**src/qspi_sh_pkg.sv**
```systemverilog
// Shared types and constants of the quad/single SPI flash master shifter.
`default_nettype none
package qspi_sh_pkg;

  localparam int unsigned DummyMax = 63;
  localparam int unsigned CntW     = 6;
  localparam int unsigned InDataW  = 24;
  localparam int unsigned OutDataW = 24;

  // Item kinds carried on the slave tuser; the fourth code is unused.
  typedef enum logic [1:0] {
    KIND_SEND  = 2'd0,
    KIND_DUMMY = 2'd1,
    KIND_RECV  = 2'd2
  } kind_e;

  // Controller to datapath.
  typedef struct packed {
    logic accept;   // latch the incoming word and open the frame if needed
    logic pulse;    // emit one clock pulse result
    logic release_cs; // emit the chip-select release result
    logic fin;      // this pulse is the final pulse of the item
    logic last;     // this result is the final one of the item
  } cmd_t;

  // Datapath to controller.
  typedef struct packed {
    logic [CntW-1:0] pulses;  // pulse count of the word on the slave side
  } stat_t;

endpackage
`default_nettype wire

```
**src/spi_quad_flash_master_shifter.sv**
```systemverilog
// Top level of the SPI flash master shifter: controller and datapath.
// Once accepted, a word gives one result per cycle while the
// master side takes them: 8 pulses for a single-line byte, 2 for a quad byte, the dummy count
// for a dummy run, plus one release result when the word ends the frame.
// The first result is registered in the state that follows acceptance.
// Reset (rst_ni low, asynchronous) closes the frame, lines outputs at one; cs_n is not reset.
`default_nettype none
module spi_quad_flash_master_shifter (
  input  wire         clk_i,
  input  wire         rst_ni,
  input  wire         s_tvalid,
  output logic        s_tready,
  // tx_byte[7:0], quad_mode[8], dummy_count[14:9], line_samples[22:15], zero[23]
  input  wire  [23:0] s_tdata,
  // kind[1:0]
  input  wire  [1:0]  s_tuser,
  // frame_end
  input  wire         s_tlast,
  output logic        m_tvalid,
  input  wire         m_tready,
  // cs_n[0], data_out[4:1], drive_mask[8:5], read_byte[16:9], zero[23:17]
  output logic [23:0] m_tdata,
  // clock_pulse[0], byte_valid[1]
  output logic [1:0]  m_tuser,
  // last
  output logic        m_tlast
);

  qspi_sh_pkg::cmd_t  cmd;
  qspi_sh_pkg::stat_t stat;

  qspi_sh_ctrl u_ctrl (
    .clk_i      (clk_i),
    .rst_ni     (rst_ni),
    .s_tvalid_i (s_tvalid),
    .s_tlast_i  (s_tlast),
    .s_tready_o (s_tready),
    .m_tvalid_o (m_tvalid),
    .m_tready_i (m_tready),
    .stat_i     (stat),
    .cmd_o      (cmd)
  );

  qspi_sh_dp u_dp (
    .clk_i     (clk_i),
    .rst_ni    (rst_ni),
    .s_tdata_i (s_tdata),
    .s_tuser_i (s_tuser),
    .cmd_i     (cmd),
    .stat_o    (stat),
    .m_tdata_o (m_tdata),
    .m_tuser_o (m_tuser),
    .m_tlast_o (m_tlast)
  );

endmodule
`default_nettype wire

```
**src/qspi_sh_ctrl.sv**
```systemverilog
// Controller state machine of the SPI flash master shifter.
`default_nettype none
module qspi_sh_ctrl (
  input  wire                       clk_i,
  input  wire                       rst_ni,
  input  wire                       s_tvalid_i,
  input  wire                       s_tlast_i,
  output logic                      s_tready_o,
  output logic                      m_tvalid_o,
  input  wire                       m_tready_i,
  input  wire qspi_sh_pkg::stat_t   stat_i,
  output qspi_sh_pkg::cmd_t         cmd_o
);

  typedef enum logic [1:0] {
    ST_IDLE,
    ST_PULSE,
    ST_RELEASE
  } state_e;

  state_e                         state_q, state_d;
  logic [qspi_sh_pkg::CntW-1:0]   cnt_q, cnt_d;
  logic                           fe_q, fe_d;
  logic                           m_tvalid_q, m_tvalid_d;
  logic                           out_free;
  logic                           emit;
  logic                           accept;
  logic                           fin;

  assign s_tready_o = (state_q == ST_IDLE);
  assign m_tvalid_o = m_tvalid_q;
  assign accept     = s_tvalid_i && s_tready_o;
  assign out_free   = !m_tvalid_q || m_tready_i;
  assign emit       = (state_q != ST_IDLE) && out_free;
  assign fin        = (cnt_q == qspi_sh_pkg::CntW'(1));

  always_comb begin
    state_d    = state_q;
    cnt_d      = cnt_q;
    fe_d       = fe_q;
    m_tvalid_d = m_tvalid_q && !m_tready_i;
    cmd_o      = '0;
    cmd_o.accept = accept;
    case (state_q)
      ST_IDLE: begin
        if (accept) begin
          cnt_d = stat_i.pulses;
          fe_d  = s_tlast_i;
          if (stat_i.pulses != '0) begin
            state_d = ST_PULSE;
          end else if (s_tlast_i) begin
            state_d = ST_RELEASE;
          end
        end
      end
      ST_PULSE: begin
        if (emit) begin
          cmd_o.pulse = 1'b1;
          cmd_o.fin   = fin;
          cmd_o.last  = fin && !fe_q;
          m_tvalid_d  = 1'b1;
          cnt_d       = cnt_q - qspi_sh_pkg::CntW'(1);
          if (fin) begin
            state_d = fe_q ? ST_RELEASE : ST_IDLE;
          end
        end
      end
      ST_RELEASE: begin
        if (emit) begin
          cmd_o.release_cs = 1'b1;
          cmd_o.last       = 1'b1;
          m_tvalid_d       = 1'b1;
          state_d          = ST_IDLE;
        end
      end
      default: begin
        state_d = ST_IDLE;
      end
    endcase
  end

  always_ff @(posedge clk_i or negedge rst_ni) begin
    if (!rst_ni) begin
      state_q    <= ST_IDLE;
      cnt_q      <= '0;
      fe_q       <= 1'b0;
      m_tvalid_q <= 1'b0;
    end else begin
      state_q    <= state_d;
      cnt_q      <= cnt_d;
      fe_q       <= fe_d;
      m_tvalid_q <= m_tvalid_d;
    end
  end

  // A pulse run always has pulses left to give.
  a_pulse_cnt: assert property (@(posedge clk_i) disable iff (!rst_ni)
    (state_q == ST_PULSE) |-> (cnt_q != '0))
    else $error("pulse state with empty counter");

  // A word that ends the frame always leads to a release, so no word follows at once.
  a_fe_busy: assert property (@(posedge clk_i) disable iff (!rst_ni)
    (accept && s_tlast_i) |=> !s_tready_o)
    else $error("frame end word did not keep the shifter busy");

  // The final pulse of a word without frame end returns to idle.
  a_fin_idle: assert property (@(posedge clk_i) disable iff (!rst_ni)
    (state_q == ST_PULSE && emit && fin && !fe_q) |=> (state_q == ST_IDLE))
    else $error("final pulse did not end the word");

endmodule
`default_nettype wire

```
**src/qspi_sh_dp.sv**
```systemverilog
// Datapath of the SPI flash master shifter: line state, shift register, result register.
`default_nettype none
module qspi_sh_dp (
  input  wire                                   clk_i,
  input  wire                                   rst_ni,
  input  wire  [qspi_sh_pkg::InDataW-1:0]       s_tdata_i,
  input  wire  [1:0]                            s_tuser_i,
  input  wire qspi_sh_pkg::cmd_t                cmd_i,
  output qspi_sh_pkg::stat_t                    stat_o,
  output logic [qspi_sh_pkg::OutDataW-1:0]      m_tdata_o,
  output logic [1:0]                            m_tuser_o,
  output logic                                  m_tlast_o
);

  // Fields of the incoming word.
  logic [7:0] in_tx;
  logic       in_quad;
  logic [5:0] in_dummy;
  logic [7:0] in_samples;
  logic [1:0] in_kind;

  assign in_tx      = s_tdata_i[7:0];
  assign in_quad    = s_tdata_i[8];
  assign in_dummy   = s_tdata_i[14:9];
  assign in_samples = s_tdata_i[22:15];
  assign in_kind    = s_tuser_i;

  // Line state.
  logic       open_q, open_d;
  logic [3:0] lvl_q, lvl_d;
  logic       inp_q, inp_d;
  logic       quad_q, quad_d;

  // Item held while its pulses run.
  logic [1:0] kind_q;
  logic [7:0] sh_q, sh_d;
  logic [7:0] smp_q;

  // Result register.
  logic       cs_q, clk_q, bv_q, last_q;
  logic [3:0] dout_q, mask_q;
  logic [7:0] rb_q;

  logic       quad_eff;
  logic [3:0] mask;
  logic [3:0] lvl_pulse;
  logic       is_send, is_recv;

  assign quad_eff = open_q ? quad_q : in_quad;
  assign mask     = !inp_q ? 4'hF : (quad_q ? 4'h0 : 4'hD);
  assign is_send  = (kind_q == qspi_sh_pkg::KIND_SEND);
  assign is_recv  = (kind_q == qspi_sh_pkg::KIND_RECV);

  always_comb begin
    stat_o.pulses = '0;
    case (in_kind)
      qspi_sh_pkg::KIND_SEND,
      qspi_sh_pkg::KIND_RECV: begin
        stat_o.pulses = quad_eff ? qspi_sh_pkg::CntW'(2) : qspi_sh_pkg::CntW'(8);
      end
      qspi_sh_pkg::KIND_DUMMY: begin
        stat_o.pulses = (32'(in_dummy) > qspi_sh_pkg::DummyMax)
                      ? qspi_sh_pkg::CntW'(qspi_sh_pkg::DummyMax)
                      : in_dummy;
      end
      default: begin
        stat_o.pulses = '0;
      end
    endcase
  end

  // In single mode a send moves one bit onto line 0; in quad mode a whole nibble.
  always_comb begin
    lvl_pulse = lvl_q;
    sh_d      = sh_q;
    if (is_send) begin
      if (quad_q) begin
        lvl_pulse = sh_q[7:4];
        sh_d      = {sh_q[3:0], 4'h0};
      end else begin
        lvl_pulse = {lvl_q[3:1], sh_q[7]};
        sh_d      = {sh_q[6:0], 1'b0};
      end
    end
  end

  always_comb begin
    open_d = open_q;
    lvl_d  = lvl_q;
    inp_d  = inp_q;
    quad_d = quad_q;
    if (cmd_i.accept) begin
      open_d = 1'b1;
      if (!open_q) begin
        quad_d = in_quad;
        lvl_d  = in_quad ? 4'h0 : (lvl_q & 4'hE);
      end
      case (in_kind)
        qspi_sh_pkg::KIND_SEND:  inp_d = 1'b0;
        qspi_sh_pkg::KIND_RECV:  inp_d = 1'b1;
        default:                 inp_d = open_q ? inp_q : 1'b0;
      endcase
    end else if (cmd_i.pulse) begin
      lvl_d = lvl_pulse;
    end else if (cmd_i.release_cs) begin
      open_d = 1'b0;
      inp_d  = 1'b0;
    end
  end

  always_ff @(posedge clk_i or negedge rst_ni) begin
    if (!rst_ni) begin
      open_q <= 1'b0;
      lvl_q  <= 4'hF;
      inp_q  <= 1'b0;
      quad_q <= 1'b0;
    end else begin
      open_q <= open_d;
      lvl_q  <= lvl_d;
      inp_q  <= inp_d;
      quad_q <= quad_d;
    end
  end

  always_ff @(posedge clk_i) begin
    if (cmd_i.accept) begin
      kind_q <= in_kind;
      sh_q   <= in_tx;
      smp_q  <= in_samples;
    end else if (cmd_i.pulse) begin
      sh_q   <= sh_d;
    end
    if (cmd_i.pulse) begin
      cs_q   <= 1'b0;
      clk_q  <= 1'b1;
      dout_q <= lvl_pulse & mask;
      mask_q <= mask;
      rb_q   <= (cmd_i.fin && is_recv) ? smp_q : 8'h00;
      bv_q   <= cmd_i.fin && is_recv;
      last_q <= cmd_i.last;
    end else if (cmd_i.release_cs) begin
      cs_q   <= 1'b1;
      clk_q  <= 1'b0;
      dout_q <= lvl_q;
      mask_q <= 4'hF;
      rb_q   <= 8'h00;
      bv_q   <= 1'b0;
      last_q <= cmd_i.last;
    end
  end

  assign m_tdata_o = {7'h00, rb_q, mask_q, dout_q, cs_q};
  assign m_tuser_o = {bv_q, clk_q};
  assign m_tlast_o = last_q;

endmodule
`default_nettype wire
```
**config.mk**
```make
export PLATFORM = sky130hd
export DESIGN_NAME = spi_quad_flash_master_shifter
export DESIGN_NICKNAME = d
export VERILOG_FILES = /design/src/qspi_sh_pkg.sv /design/src/spi_quad_flash_master_shifter.sv /design/src/qspi_sh_ctrl.sv /design/src/qspi_sh_dp.sv
export SDC_FILE = /design/constraint.sdc
export NUM_CORES = 1
export LEC_CHECK = 0
export BUFFER_PORTS_ARGS = -buffer_cell sky130_fd_sc_hd__buf_2
export CORE_ASPECT_RATIO = 0.5
export CORE_MARGIN = 2
export CORE_UTILIZATION = 58
export DETAILED_ROUTE_END_ITERATION = 16
export GPL_ROUTABILITY_DRIVEN = 0
export PLACE_DENSITY = 0.85
export SLEW_MARGIN = 20
export SYNTH_ARGS = -nofsm -noshare
export SYNTH_HDL_FRONTEND = slang
export SYNTH_SLANG_ARGS = --single-unit
export TNS_END_PERCENT = 10
```
**constraint.sdc**
```tcl
create_clock -name clk_i -period 5.51 [get_ports clk_i]
set_clock_uncertainty 0.05 [all_clocks]
set_input_delay 1.3775 -clock clk_i [delete_from_list [all_inputs] [get_ports clk_i]]
set_output_delay 1.3775 -clock clk_i [all_outputs]
set_load 0.1 [all_outputs]
```
# Yosys cells after proc, flatten, opt, wreduce, memory -nomap -nowiden
# Index checks and enable logic that the tools add are counted.
dict set report op_classes {
  mux 50
  n_bitwise 1
  reduce_logical 29
  n_eq_ne 15
  addsub 1
}
# op n
set ops {}
lappend ops {{2-to-1 mux 8 bit} 7}
lappend ops {{2-to-1 mux 4 bit} 13}
lappend ops {{case mux 6 bit (2 select lines)} 2}
lappend ops {{2-to-1 mux 2 bit} 8}
lappend ops {{2-to-1 mux 1 bit} 15}
lappend ops {{2-to-1 mux 6 bit} 2}
lappend ops {{nonzero test 2 bit} 6}
lappend ops {{AND reduction 3 bit} 3}
lappend ops {{!= test 2 x 1 -> 1 bit (second input constant)} 4}
lappend ops {{AND reduction 2 bit} 4}
lappend ops {{== test 2 bit (second input constant)} 3}
lappend ops {{== test 6 x 1 -> 1 bit (second input constant)} 1}
lappend ops {{zero test 2 bit} 3}
lappend ops {{!= test 2 bit (second input constant)} 3}
lappend ops {{case mux 2 bit (3 select lines)} 1}
lappend ops {{nonzero test 6 bit} 1}
lappend ops {{subtractor 6 x 1 -> 6 bit (second input constant)} 1}
lappend ops {{logical AND 1 bit} 5}
lappend ops {{AND reduction 5 bit} 1}
lappend ops {{AND 4 bit} 1}
lappend ops {{== test 2 x 1 -> 1 bit (second input constant)} 2}
lappend ops {{!= test 4 bit (second input constant)} 1}
lappend ops {{case mux 1 bit (2 select lines)} 2}
lappend ops {{OR reduction 2 bit} 2}
lappend ops {{other kinds (3)} 5}
dict set report word_totals {
  inputBits 31
  ff_bits 55
  output_inout_bits 29
  wordCells 115
}

# Logic depth before layout (Yosys ltp)
# Gate-level depths: netlist (run 1).
dict set report logic_depth {
  word_depth 8
  ltp_mapped 8
  mapped_depth_nobuf 7
}

# Modules after synthesis
# From an unflattened synthesis (run 1), not the netlist that was laid out.
dict set report unflattened {
  cells_unflattened 237
  hier_area_um2 2682.6
}
# mod n_inst area_each_um2 seq_area_each_um2 cells_each
set modules_own_cells {}
lappend modules_own_cells {qspi_sh_dp 1 1940.6 1241.2 151}
lappend modules_own_cells {qspi_sh_ctrl 1 742.0 250.2 86}

# Least setup slack after synthesis (run 1)
# No wires, ideal clock.
dict set report synth_timing {
  path_type {register -> output}
  from {reg u_dp.mask_q[2]}
  to {out m_tdata[7]}
  t_required_ps 4083
  arrival_ps 1364
  stages_incl_launch_ff 2
  path_slack_ps 2719
  path_buffers 1
  cell_sequence {edfxtp_1 > buf_4}
}
# item line_no
set synth_lines {}
lappend synth_lines {{start, declared} qspi_sh_dp.sv:41} ;# logic [3:0] dout_q, mask_q;
lappend synth_lines {{start signal, assigned} qspi_sh_dp.sv:137} ;# mask_q <= mask;
lappend synth_lines {{end, declared} spi_quad_flash_master_shifter.sv:22} ;# output logic [23:0] m_tdata,
# No word-level cell between the ends.

# Worst setup path after layout (run 1)
dict set report layout_timing {
  from {reg u_ctrl.state_q[0]}
  to {out s_tready}
}
dict set report layout_between {
  elab_chain_len 1
}
# item line_no
set layout_rtl {}
lappend layout_rtl {{start, declared} qspi_sh_ctrl.sv:21} ;# state_e state_q, state_d;
lappend layout_rtl {{start signal, assigned} qspi_sh_ctrl.sv:89} ;# state_q <= state_d;
lappend layout_rtl {{zero test 2 bit} qspi_sh_ctrl.sv:30} ;# assign s_tready_o = (state_q == ST_IDLE);
lappend layout_rtl {{end, declared} spi_quad_flash_master_shifter.sv:12} ;# output logic s_tready,
# No other way between the ends.

==> results of run 1 <==
==> worst max-delay path by stage <==
stage	startpoint	endpoint	slack, ns	cells past startpoint
3_3_place_gp	s_tvalid	u_dp.lvl_q[2]	2.54	6
3_5_place_dp	s_tvalid	u_dp.lvl_q[2]	2.45	6
4_1_cts	u_ctrl.state_q[0]	s_tready	2.29	3
5_1_grt	u_ctrl.state_q[1]	s_tready	2.21	3
6_report	u_ctrl.state_q[0]	s_tready	2.29	3
2_1_floorplan	u_dp.mask_q[2]	m_tdata[7]	2.72	1
==> per-stage QoR <==
stage / area [um^2] / hold slack [ns] / std cells / utilization (%) / setup slack (ns)
finish: 2930 / 0.427 / 329 / 67.2 / 2.29
floorplan: 2630 / 0.378 / 230 / - / 2.72
CTS: 2930 / 0.433 / 329 / 67.2 / 2.29
detailed placement: 2840 / 0.411 / 321 / 65.2 / 2.45
global placement: 2840 / 0.385 / 321 / 65.2 / 2.54
global route: 2930 / 0.467 / 329 / 67.2 / 2.21
==> synth_stat cells (2+ instances only) <==
| master | count |
|---|---|
| edfxtp_1 | 34 |
| nor3_1 | 2 |
| nor2_1 | 7 |
| a21oi_1 | 4 |
| nor2b_1 | 2 |
| nand2_1 | 32 |
| a21o_1 | 5 |
| inv_1 | 10 |
| o211ai_1 | 3 |
| nand3b_1 | 5 |
| ha_1 | 5 |
| mux2i_1 | 7 |
| a32o_1 | 2 |
| dfxtp_1 | 2 |
| and2_1 | 10 |
| dfstp_2 | 4 |
| buf_4 | 14 |
| clkbuf_1 | 2 |
| a2bb2oi_1 | 2 |
| dfrtp_1 | 13 |
| o31ai_1 | 2 |
| nand3_1 | 4 |
| o21ai_0 | 17 |
==> area by class of cell <==
class                      count  area, um^2
fill                         323        1430
tap                           57        71.3
clock inverter                 2        15.0
clock buffer                   6        72.6
sequential                    53        1490
timing repair buffer          51         255
inverter                      11        41.3
multi-input combinational    149         983
==> metal layers <==
metal	global-route usage, %	vias to the layer above
li1	-	892
met1	28.1	906
met2	35.1	71
met3	6.29	6
met4	7.53	0
met5	0	-
==> worst max-delay path, cell delays in order, from the launching register on <==
cell and delay [ns]:
dfrtp_1 0.41, inv_1 0.09, ha_1 0.46, buf_2 0.52
==> kinds of logic (layout without fill, tap and decap cells) <==
kind of cell	after synthesis	in the layout
compound gates	51	51
fa+ha+maj	5	5
other cells	1	7
flops	53	53
simple gates	78	78
mux	8	8
buf+inv	28	70
==> state kept, by name (all words and copies together), names as in the netlist <==
register,cells
u_dp.bv_q,1
u_dp.quad_q,1
u_dp.m_tlast_o,1
u_ctrl.state_q,2
u_dp.smp_q,8
u_dp.cs_q,1
u_ctrl.cnt_q,6
u_dp.kind_q,2
u_ctrl.fe_q,1
u_dp.lvl_q,4
u_dp.sh_q,8
u_dp.clk_q,1
u_dp.rb_q,8
u_dp.mask_q,2
u_dp.dout_q,4
u_dp.open_q,1
u_dp.inp_q,1
u_ctrl.m_tvalid_o,1
==> metrics.md, run 1 <==
| Metric | Value |
|---|---|
| Status | `complete, no violations` |
| Warnings from Yosys | `0` |
| Vias in the first global route | `1,746` |
| First-pass GRT wire length | `8170 um` |
| Clock Latency Late Sink | `0.31 ns` |
| Simple-gate share of the synthesized area | `17.3%` |
| Die width | `98.9 um` |
| # IOs | `60` |
| Main combinational cell family by area after synthesis | `simple AND/OR/NAND/NOR gates` |
| Total gr overflow | `0` |
| Post-DP HPWL | `3720 um` |
| Area of the mapped netlist | `2610 um^2` |
| Cell taking the most area after synthesis | `edfxtp_1` |
| Clk sinks | `53` |
| Crit start category | `register` |
| FP Rows | `17` |
| Hold Crit Class | `register to register` |
| Setup_tns | `0 ns` |
| Port-buffer cells | `51` |
| WL met1 | `2140 um` |
| Post-CTS Hold Buffers | `0` |
| Hold worst-path end | `u_dp.clk_q` |
| Register area share after synthesis | `57.1%` |
| Mux contribution to synthesized area | `3.11%` |
| Share of cells above drive strength 1 | `27.9%` |
| Post-CTS Setup Bufs | `0` |
| Share of the synthesized area in the top cell type | `39.1%` |
| Full die area | `5090 um^2` |
| Mean area per synthesized cell | `11.7 um^2` |
| Post-CTS resize count | `0` |
| Mapped Cells | `224` |
| DR top layer | `met4` |
| Clock transition at path regs | `0.09 ns` |
| Clk root buf | `clkbuf_8` |
| Kind of end point of the critical path | `primary output` |
| Nets | `307` |
| Number of synthesized flops with an enable pin | `34` |
| ANT nets after route | `0` |
| Drt pass-1 iters | `4` |
| Layout area overhead | `12.2%` |
| Hold path start | `u_dp.clk_q` |
| Core area | `4360 um^2` |
| CTS buffer count | `5` |
| 1st-iter DRT viols | `105` |
| Routed vias | `1,875` |
| Asr flop ratio synth | `32.1%` |
| CTS tree | `built` |
| Post-synthesis register bit count | `53` |
| Crit path time final | `3.22 ns` |
| Die Span Y | `51.4 um` |
| Worst-margin pin slew | `0.765 ns` |
| CP required | `4.08 ns` |
| FF-to-FF path depth | `7` |
| Met2 Routed Length | `2490 um` |
| # H-tree levels | `2` |
| Via density | `5.70` |
| Pin count of the biggest net entering global routing | `26` |
| Initial antenna violation count | `0` |
| Commonest non-fill, non-tap cell in the layout | `buf_2` |
| DRC | `0` |
| Final number of max-transition violations | `0` |
| Initial core utilization | `59.9%` |
| CTS Buffer Depth | `2` |
| Max_cap viols | `0` |
| RSZ-0062 raised after global routing | `false` |
| Post-Synth XOR/XNOR Area | `0%` |
| Hold Path Depth | `2` |
| Distinct cells, synth | `59` |
| Synth Area in Adders | `2.40%` |
| Final Cycle Share | `58.4%` |
| Main synth FF type | `edfxtp_1` |
| Final setup vio count | `0` |
| FMAX | `311 MHz` |
| Final Hold Vio Count | `0` |
| Synth area leaders | `edfxtp_1, dfrtp_1, nand2_1, buf_4, dfstp_2` |
| Slew headroom | `48.9%` |
| Crit-path max FO | `13` |
| Ant diodes | `0` |
| Wire length on met3 | `417 um` |
| WP data arrival | `1.79 ns` |
| Avg WL per Cell | `15.5 um` |
| Flop2flop setup slack | `2.87 ns` |
| Total track usage | `21.6%` |
| Most frequent cells in the layout | `buf_2, edfxtp_1, nand2_1` |
| Synth Area in Compound Gates | `13.8%` |
| Final wirelength | `5110 um` |
| Critical path class | `register to primary output` |
| Reg-to-reg startpoint | `u_ctrl.state_q[0]` |
| R2R Path End | `u_dp.lvl_q[3]` |
Power of run 1 is left out: the tool's default activity adds up to more than one toggle a clock period on the data nets, which glitch-free logic cannot reach.
==> inputs of run 2 (changes only) <==
--- a/config.mk
+++ b/config.mk
@@ -8,10 +8,10 @@
 export BUFFER_PORTS_ARGS = -buffer_cell sky130_fd_sc_hd__buf_2
 export CORE_ASPECT_RATIO = 0.5
 export CORE_MARGIN = 2
-export CORE_UTILIZATION = 58
+export CORE_UTILIZATION = 53
 export DETAILED_ROUTE_END_ITERATION = 16
 export GPL_ROUTABILITY_DRIVEN = 0
-export PLACE_DENSITY = 0.85
+export PLACE_DENSITY = 0.79
 export SLEW_MARGIN = 20
 export SYNTH_ARGS = -nofsm -noshare
 export SYNTH_HDL_FRONTEND = slang
==> constraint.sdc (replaced) <==
create_clock -name clk_i -period 3 [get_ports clk_i]
set_clock_uncertainty 0.05 [all_clocks]
set_input_delay 0.75 -clock clk_i [delete_from_list [all_inputs] [get_ports clk_i]]
set_output_delay 0.75 -clock clk_i [all_outputs]
set_load 0.1 [all_outputs]
==> metrics.md, run 2 (same netlist as run 1, synthesis figures left out) <==
| Metric | Value |
|---|---|
| Status | `complete, no violations` |
| # IOs | `60` |
| Commonest non-fill, non-tap cell in the layout | `buf_2` |
| Clk root buf | `clkbuf_8` |
| Post-CTS resize count | `0` |
| Clk sinks | `53` |
| CTS tree | `built` |
| R2R Path End | `u_dp.rb_q[3]` |
| Kind of end point of the critical path | `primary output` |
| Reg-to-reg startpoint | `u_ctrl.state_q[1]` |
| Final wirelength | `4940 um` |
| Avg WL per Cell | `14.5 um` |
| Total gr overflow | `0` |
| Crit path time final | `2.62 ns` |
| First-pass GRT wire length | `7760 um` |
| Post-CTS Hold Buffers | `0` |
| Vias in the first global route | `1,673` |
| Ant diodes | `0` |
| Clock transition at path regs | `0.10 ns` |
| Full die area | `5540 um^2` |
| Port-buffer cells | `51` |
| Setup_tns | `0 ns` |
| DRC | `0` |
| Via density | `5.41` |
| Slew headroom | `54.0%` |
| 1st-iter DRT viols | `101` |
| Final setup vio count | `0` |
| Core area | `4570 um^2` |
| Hold Crit Class | `primary input to asynchronous set/reset pin` |
| Clock Latency Late Sink | `0.30 ns` |
| Initial core utilization | `57.1%` |
| FMAX | `381 MHz` |
| ANT nets after route | `0` |
| Final Hold Vio Count | `0` |
| Die Span Y | `53.6 um` |
| Total track usage | `18.8%` |
| Die width | `103 um` |
| Final number of max-transition violations | `0` |
| Critical path class | `register to primary output` |
| Initial antenna violation count | `0` |
| Post-CTS Setup Bufs | `0` |
| CTS Buffer Depth | `2` |
| WP data arrival | `1.82 ns` |
| Crit start category | `register` |
| Most frequent cells in the layout | `buf_2, edfxtp_1, nand2_1` |
| Crit-path max FO | `13` |
| RSZ-0062 raised after global routing | `false` |
| Fillers | `373` |
| Max_cap viols | `0` |
| Post-layout utilization of the core | `65.0%` |
| Post-DP HPWL | `3670 um` |
| Flop2flop setup slack | `0.63 ns` |
| Pin count of the biggest net entering global routing | `20` |
| FP Rows | `17` |
| Worst-margin pin slew | `0.689 ns` |
| # H-tree levels | `2` |
| Layout area overhead | `13.8%` |
| Routed vias | `1,846` |
| Drt pass-1 iters | `4` |
| Final Cycle Share | `87.5%` |
| Regs by FF count | `u_dp.rb_q x8, u_dp.sh_q x8, u_dp.smp_q x8` |
| FF-to-FF path depth | `5` |
| CP required | `2.20 ns` |
| Share of cells above drive strength 1 | `29.1%` |
| Nets | `310` |
| CTS buffer count | `5` |
run 2: cell count changes in the layout (fill, tap and decap cells not counted), sizes merged:
cell | previous run | this run
buf | 51 | 54
inv | 11 | 13
clkinvlp | 2 | 1
clkbuf | 6 | 5
run 2: worst max path at each step:
stage	start	to	cells after the start
after floorplan	u_ctrl.state_q[0]	u_dp.sh_q[6]	7
after global placement	u_ctrl.state_q[0]	u_dp.rb_q[1]	5
after detailed placement	u_ctrl.state_q[0]	u_dp.rb_q[1]	5
after CTS	u_ctrl.state_q[1]	s_tready	3
after global routing	u_ctrl.state_q[1]	s_tready	3
final	u_ctrl.state_q[1]	s_tready	3
run 2: area by class of cell:
cell class	instances	area (um^2)	area share, %
clock buffers	5	68.8	2.32
clock inverters	3	25.0	0.842
inverters	11	41.3	1.39
multi-input cells	149	983	33.1
flip-flops and latches	53	1490	50.2
well taps	66	82.6	2.78
repair buffers	54	278	9.35
run 2: worst max-delay path, cell delays in order (launching register included):
cell and delay, ns:
dfrtp_1 0.39, inv_1 0.10, ha_1 0.50, buf_2 0.53
run 2: per-stage QoR:
step,hold WS (ns),setup slack (ns),instance area (um^2),instances
after floorplan,0.378,0.355,2630,230
after global placement,0.379,0.737,2880,333
after detailed placement,0.388,0.659,2880,333
after CTS,0.320,0.384,2970,341
after global routing,0.335,0.271,2970,341
final,0.313,0.376,2970,341
run 2: per-layer routing:
layer  up-vias  global-route usage, %  wire length [um]
li1        898                      -                 -
met1       873                   25.1              2190
met3         6                   5.06               361
met2        69                   30.6              2340
met5         -                      0                 0
met4         0                   5.70                42
Power of run 2 is left out for the same reason.
